## config.mk

```make
export PLATFORM = sky130hd
export DESIGN_NAME = mfc_frame_state
export DESIGN_NICKNAME = d
export VERILOG_FILES = /design/src/rtl/mfc_pkg.sv /design/src/rtl/mfc_frame_state.sv
export SDC_FILE = /design/constraint.sdc
export NUM_CORES = 1
export LEC_CHECK = 0
export ABC_AREA = 1
export BUFFER_PORTS_ARGS = -buffer_cell sky130_fd_sc_hd__buf_2
export CAP_MARGIN = 20
export CORE_ASPECT_RATIO = 1.75
export CORE_MARGIN = 2
export CORE_UTILIZATION = 52
export CTS_CLUSTER_DIAMETER = 200
export DETAILED_ROUTE_END_ITERATION = 16
export HOLD_SLACK_MARGIN = 0.15
export PLACE_DENSITY = 0.81
export SKIP_CTS_REPAIR_TIMING = 1
export SYNTH_ARGS = -nofsm -noshare
export SYNTH_HDL_FRONTEND = slang
export SYNTH_SLANG_ARGS = --single-unit
```

## constraint.sdc

```tcl
create_clock -name clk -period 2.5 [get_ports clk]
set_input_delay 0.375 -clock clk [delete_from_list [all_inputs] [get_ports clk]]
set_output_delay 0.375 -clock clk [all_outputs]
set_load 0.05 [all_outputs]
```

## src/rtl/mfc_pkg.sv

```systemverilog
`timescale 1ns / 1ps

package mfc_pkg;

    localparam int MAX_FRAME_BYTES_DEFAULT = 255;
    localparam int MIN_FRAME_BYTES = 11;
    localparam int ADDR_BYTES = 7;
    localparam int ADDR_W = 8 * ADDR_BYTES;
    localparam int ADDR_FIRST_INDEX = 2;
    localparam int ADDR_LAST_INDEX = ADDR_FIRST_INDEX + ADDR_BYTES - 1;

    localparam logic [7:0] HEAD_BYTE = 8'h68;
    localparam logic [7:0] TYPE_BYTE = 8'h10;
    localparam logic [7:0] END_BYTE = 8'h16;

    typedef enum logic [2:0] {
        VERDICT_OK       = 3'd0,
        VERDICT_FRAME    = 3'd1,
        VERDICT_ADDRESS  = 3'd2,
        VERDICT_CHECKSUM = 3'd3,
        VERDICT_SHORT    = 3'd4
    } verdict_t;

    typedef struct packed {
        verdict_t verdict;
        logic     frame_ok;
    } result_t;

endpackage

```

## src/rtl/mfc_frame_state.sv

```systemverilog
`timescale 1ns / 1ps

module mfc_frame_state #(
    parameter int MAX_FRAME_BYTES = mfc_pkg::MAX_FRAME_BYTES_DEFAULT
) (
    input  logic                      clk,
    input  logic                      rst_n,
    input  logic                      step,
    input  logic [7:0]                data_byte,
    input  logic                      last_byte,
    input  logic [mfc_pkg::ADDR_W-1:0] meter_address,
    output mfc_pkg::result_t          result
);

    localparam int CountW = $clog2(MAX_FRAME_BYTES + 1);
    localparam int AddrIdxW = $clog2(mfc_pkg::ADDR_BYTES);

    logic [7:0]        sum_reg, sum_next;
    logic [7:0]        prev_reg, prev_next;
    logic [CountW-1:0] count_reg, count_next;
    logic              header_fault_reg, header_fault_next;
    logic              address_fault_reg, address_fault_next;

    logic [mfc_pkg::ADDR_BYTES-1:0][7:0] addr_bytes;
    logic [CountW-1:0]   addr_off;
    logic [AddrIdxW-1:0] addr_idx;
    logic                in_addr;
    logic                header_fault_now;
    logic                address_fault_now;
    mfc_pkg::verdict_t   verdict;

    assign addr_bytes = meter_address;
    assign addr_off   = count_reg - CountW'(mfc_pkg::ADDR_FIRST_INDEX);
    assign addr_idx   = addr_off[AddrIdxW-1:0];
    assign in_addr    = (count_reg >= CountW'(mfc_pkg::ADDR_FIRST_INDEX))
                     && (count_reg <= CountW'(mfc_pkg::ADDR_LAST_INDEX));

    always_comb
    begin
        header_fault_now = header_fault_reg
            || ((count_reg == CountW'(0)) && (data_byte != mfc_pkg::HEAD_BYTE))
            || ((count_reg == CountW'(1)) && (data_byte != mfc_pkg::TYPE_BYTE));
        address_fault_now = address_fault_reg
            || (in_addr && (data_byte != addr_bytes[addr_idx]));

        // The last byte brings the total to count plus one.
        if (count_reg < CountW'(mfc_pkg::MIN_FRAME_BYTES - 1))
            verdict = mfc_pkg::VERDICT_SHORT;
        else if (header_fault_now || (data_byte != mfc_pkg::END_BYTE))
            verdict = mfc_pkg::VERDICT_FRAME;
        else if (address_fault_now)
            verdict = mfc_pkg::VERDICT_ADDRESS;
        else if (prev_reg != sum_reg)
            verdict = mfc_pkg::VERDICT_CHECKSUM;
        else
            verdict = mfc_pkg::VERDICT_OK;

        result.verdict  = verdict;
        result.frame_ok = (verdict == mfc_pkg::VERDICT_OK);
    end

    always_comb
    begin
        sum_next           = sum_reg;
        prev_next          = prev_reg;
        count_next         = count_reg;
        header_fault_next  = header_fault_reg;
        address_fault_next = address_fault_reg;
        if (step)
        begin
            if (last_byte)
            begin
                sum_next           = '0;
                prev_next          = '0;
                count_next         = '0;
                header_fault_next  = 1'b0;
                address_fault_next = 1'b0;
            end
            else
            begin
                // The byte held back may be the checksum, so it joins the sum one byte late.
                if (count_reg != CountW'(0))
                    sum_next = sum_reg + prev_reg;
                prev_next = data_byte;
                if (count_reg < CountW'(MAX_FRAME_BYTES))
                    count_next = count_reg + CountW'(1);
                header_fault_next  = header_fault_now;
                address_fault_next = address_fault_now;
            end
        end
    end

    always_ff @(posedge clk or negedge rst_n)
    begin
        if (!rst_n)
        begin
            sum_reg           <= '0;
            prev_reg          <= '0;
            count_reg         <= '0;
            header_fault_reg  <= 1'b0;
            address_fault_reg <= 1'b0;
        end
        else
        begin
            sum_reg           <= sum_next;
            prev_reg          <= prev_next;
            count_reg         <= count_next;
            header_fault_reg  <= header_fault_next;
            address_fault_reg <= address_fault_next;
        end
    end

endmodule

```

Word-level counts from Yosys, hierarchy flattened
Index checks and enable logic that the tools add are counted.
Operators by class
  eq/ne operators: 6
  bitwise gates (word level): 0
  add/sub/neg operators: 3
  $lt $le $gt $ge: 5
  reductions and logical operators: 15
  shifts and indexed selects: 0
  mux-type cells: 13
  div/mod/pow operators: 0
  multipliers: 0
Operators with widths (number)
  8-bit 2-to-1 mux: 6
  8-bit binary-select mux with 3-bit select: 1
  8-bit by 5-bit != test with 1-bit output, second input constant: 2
  8-bit != test: 2
  8-bit by 1-bit adder with 8-bit output, second input constant: 1
  8-bit adder: 1
  8-bit by 1-bit equality test with 1-bit output, second input constant: 1
  8-bit by 2-bit greater-or-equal comparator with 1-bit output, second input constant: 1
  8-bit by 4-bit <= comparator with 1-bit output, second input constant: 1
  8-bit logical NOT: 1
  8-bit by 4-bit < comparator with 1-bit output, second input constant: 1
  8-bit < comparator, second input constant: 1
  8-bit by 7-bit != test with 1-bit output, second input constant: 1
  8-bit nonzero test: 1
  2-bit 2-to-1 mux: 3
  1-bit logical AND: 4
  1-bit logical OR: 4
  3-bit by 4-bit < comparator with 1-bit output, second input constant: 1
  2-bit AND reduction: 2
  2-bit nonzero test: 2
  3-bit logical NOT: 1
  3-bit 2-to-1 mux: 1
  3-bit by 2-bit subtractor with 3-bit output, second input constant: 1
  1-bit 2-to-1 mux: 2
Word-level totals
  bits in writable memories: 0
  output and inout bits: 4
  bits of input ports: 68
  latch bits: 0
  logic and storage cells: 47
  memories: 0
  bits in read-only memories: 0
  bits in registers: 26

Longest topological paths before layout
  word-level depth: 10
  gate-level depth with buffers: 17
  mapped depth without buffers: 15

Worst setup path after synthesis
No wires, ideal clock.
  path type: flip-flop to output port
  start point: register count_reg[1]
  end point: output port result[0] (netlist bit)
  setup slack: -755 ps
  required time: 2125 ps
  arrival time: 2880 ps
  path buffers: 3
  stages on the path, launching flop included: 17
  cells stage by stage: dfrtp_1 > buf_6 > inv_4 > buf_6 > ha_1 > buf_2 > a21oi_1 > nand2_1 > nand3_1 > nand2_1 > inv_1 > nand2_1 > nor2_1 > nand2_1 > nand2_2 > nand2_2 > nor3_1
RTL lines
  start: declaration: RTL line mfc_frame_state.sv:20  | logic [CountW-1:0] count_reg, count_next;
  start signal: assignment: RTL line mfc_frame_state.sv:107  | count_reg <= count_next;
  end: declaration: RTL line mfc_frame_state.sv:12  | output mfc_pkg::result_t result

==> impl_metrics.csv <==
group,metric,value,unit
synth,avgSynthCellArea,6.166,um^2
final_layout,nNetsFinal,551,
floorplanning,rows,32,
sta,tightest_slew,0.5779,ns
hold_path,worstHoldStart,"step",
global_routing,grt_pass1_vias,2721,
hold_path,min_path_type,"in -> reg",
sta,finalWorstSetupSlack,-0.08437,ns
sta,min_period,2.584,ns
clock_network,clock_sinks,26,
sta,fin_crit_sh,103.4,%
synth,synth_top_area_share,27.13,%
floorplanning,die_area,5193,um^2
sta,slew_headroom,61.47,%
placement,place_ws,0.06660,ns
sta,finClkSkew,0.006013,ns
route,antenna_left,0,
placement,place_hpwl,5.001,mm
synth,synth_area,2399,um^2
route,drt_iter0_markers,75,
sta,finalSetupTns,-0.2186,ns
sta,final-setup-viol-count,3,
synth,yosysUniqueCellTypes,30,
setup_path,critPathArrivalTime,2.21,ns
final_layout,syn2layout_area_growth,27.75,%
clock_network,ctsRootBufferMaster,"clkbuf_8",
final_layout,multi_input_area,1466,um^2
synth,ys_seq_elements,26,
final_layout,final-seq-area,654.4,um^2
final_layout,num-fill-cells,401,
sta,whs,0.3155,ns
clock_network,clock_path_buffers,2,
sta,rsz0062_at_grt,"true",
route,wl,6.357,mm
synth,synth_fp_nets,471,
global_routing,grt_usage,25.24,%
clock_network,htree_levels,1,
synth,synthArstFlopShare,100.0,%
setup_path,timing.rr.start,"sum_reg[0]",
setup_path,reg2reg_depth,12,
setup_path,r2r-end,"sum_reg[6]",
pwr,power_leakage,1.748,nW
floorplanning,fp.dieH,93.85,um
clock_network,worstSkewPairLatency,0.27,ns
pwr,ir_worst_vdd,426.0,uV
final_layout,fin_cells,519,
status,violations,"negative setup slack",
setup_path,worstSetupPathType,"reg -> out",
placement,gp_congestion,0.8829,
setup_path,r2r_setup_slack,0.42,ns
sta,max_freq,386.9,MHz
synth,yosys.area.top_type,"dfrtp_1",
global_routing,antenna_found_initial,0,
status,status,"finished, violations left",
synth,synth.area.top_cells,"dfrtp_1, nand2_1, inv_1, nand3_1, ha_1",
floorplanning,boundaryPins,72,
route,post_drt_wl_per_cell,12.25,um
clock_network,cts.clk_slew.worst_paths,0.09,ns
global_routing,grt_start_max_net_pins,31,
global_routing,grt_first_pass_wirelength,10.87,mm
synth,netlist_instances,389,
synth,synth_ff_type,"dfrtp_1",
floorplanning,fp.dieW,55.34,um
run,drv_cap,0,
setup_path,worstPathRequired,2.12,ns
final_layout,antennaDiodeCount,0,
hold_path,whs_path_depth,2,
route,dr.pass1.iters,4,
synth,ys_warn_count,0,
floorplanning,fp.coreArea,4404,um^2
sta,hold_violations,0,
setup_path,end_kind,"output pin",
final_layout,layout-drive-gt1-share,22.86,%
clock_network,cts_tree,"done",
placement,port_buffers,71,
synth,synth_seq_area_share,27.13,%
clock_network,cts_made_buffers,3,
placement,placed_cells,509,
setup_path,startpoint_type,"flop",
pwr,finalPower,1.578,mW
route,drc,0,
floorplanning,start_util,54.46,%
synth,netlist_top_cells_count,"nand2_1, inv_1, nand3_1",
setup_path,crit_fanout,14,
hold_path,min_delay_worst_endpoint,"header_fault_reg",
synth,synth_edf_count,0,
global_routing,grt-ovfl-total,0,
sta,report.final.slew_viol_count,0,
pwr,p_per_area,514.9,nW/um^2
route,via_per_inst,5.326,
synth,yosysMostFrequentCell,"nand2_1",
route,vias,2764,
==> per-stage QoR <==
step | instance area (um^2) | utilization (%)
4_1_cts | 2932 | 66.56
3_3_place_gp | 2860 | 64.94
5_1_grt | 3064 | 69.57
3_5_place_dp | 2860 | 64.94
2_1_floorplan | 2449 | -
6_report | 3064 | 69.57
==> metal layers <==
| metal | global-route usage [%] | wire [um] | vias up |
|---|---|---|---|
| met5 | 0 | 0 | - |
| met4 | 11.18 | 163 | 0 |
| met3 | 2.755 | 283 | 12 |
| met2 | 49.31 | 3464 | 94 |
| met1 | 26.37 | 2446 | 1271 |
| li1 | - | - | 1387 |
==> worst max-delay path by stage <==
stage	slack (ns)	cells past startpoint	to	start
final	-0.08	14	result[1]	count_reg[1]
after global routing	-0.30	15	result[2]	count_reg[0]
after CTS	-0.24	13	result[1]	count_reg[2]
after detailed placement	0.07	13	result[1]	count_reg[2]
after global placement	0.13	15	result[1]	count_reg[1]
after floorplan	-0.04	16	result[0]	count_reg[1]
==> power by group <==
group          switching (mW)  internal (mW)  leakage (nW)
combinational           0.420          0.303          1.37
clock                   0.135          0.214        0.0357
sequential             0.0383          0.467         0.344
total                   0.593          0.984          1.75
==> layout make-up <==
cell class                      count  area share (%)
Timing Repair Buffer               84           17.97
Sequential cell                    26           21.36
Clock buffer                        3           1.347
Multi-Input combinational cell    288           47.86
Clock inverter                      1          0.9800
Tap cell                           51           2.082
Inverter                           66           8.412
==> cells in the final DEF (no fill, tap or decap), drive strengths merged, types with 2 or more instances in the layout <==
master / synthesis / routed
o31ai: 2 / 2
nor2: 28 / 29
o21ai: 19 / 19
nand4: 6 / 6
nor3: 8 / 8
xor2: 2 / 2
buf: 9 / 81
nor4: 2 / 2
dfrtp: 26 / 26
nand2: 136 / 136
nand3: 46 / 46
ha: 13 / 13
a22o: 2 / 2
clkbuf: 1 / 5
a21oi: 16 / 16
inv: 65 / 65
==> critical path, cell delays in order (launching register included) <==
cell and delay [ns]:
dfrtp_2 0.47, inv_6 0.09, ha_4 0.24, a21oi_2 0.11, nand2_1 0.08, nand2_1 0.08
nand2_1 0.05, nand2_1 0.07, nand2_1 0.06, nor2_1 0.10, nand2_1 0.07, nand2_2 0.09
nand3_1 0.12, a21oi_4 0.15, buf_6 0.17
==> cells by family after synthesis <==
kind of cell | share of synthesized area, %
compound gates | 10.64
xor+xnor | 0.7304
fa+ha+maj | 7.616
buf+inv | 13.88
flops | 27.13
simple gates | 40.01
No activity file was read; power rests on OpenSTA's default activity.
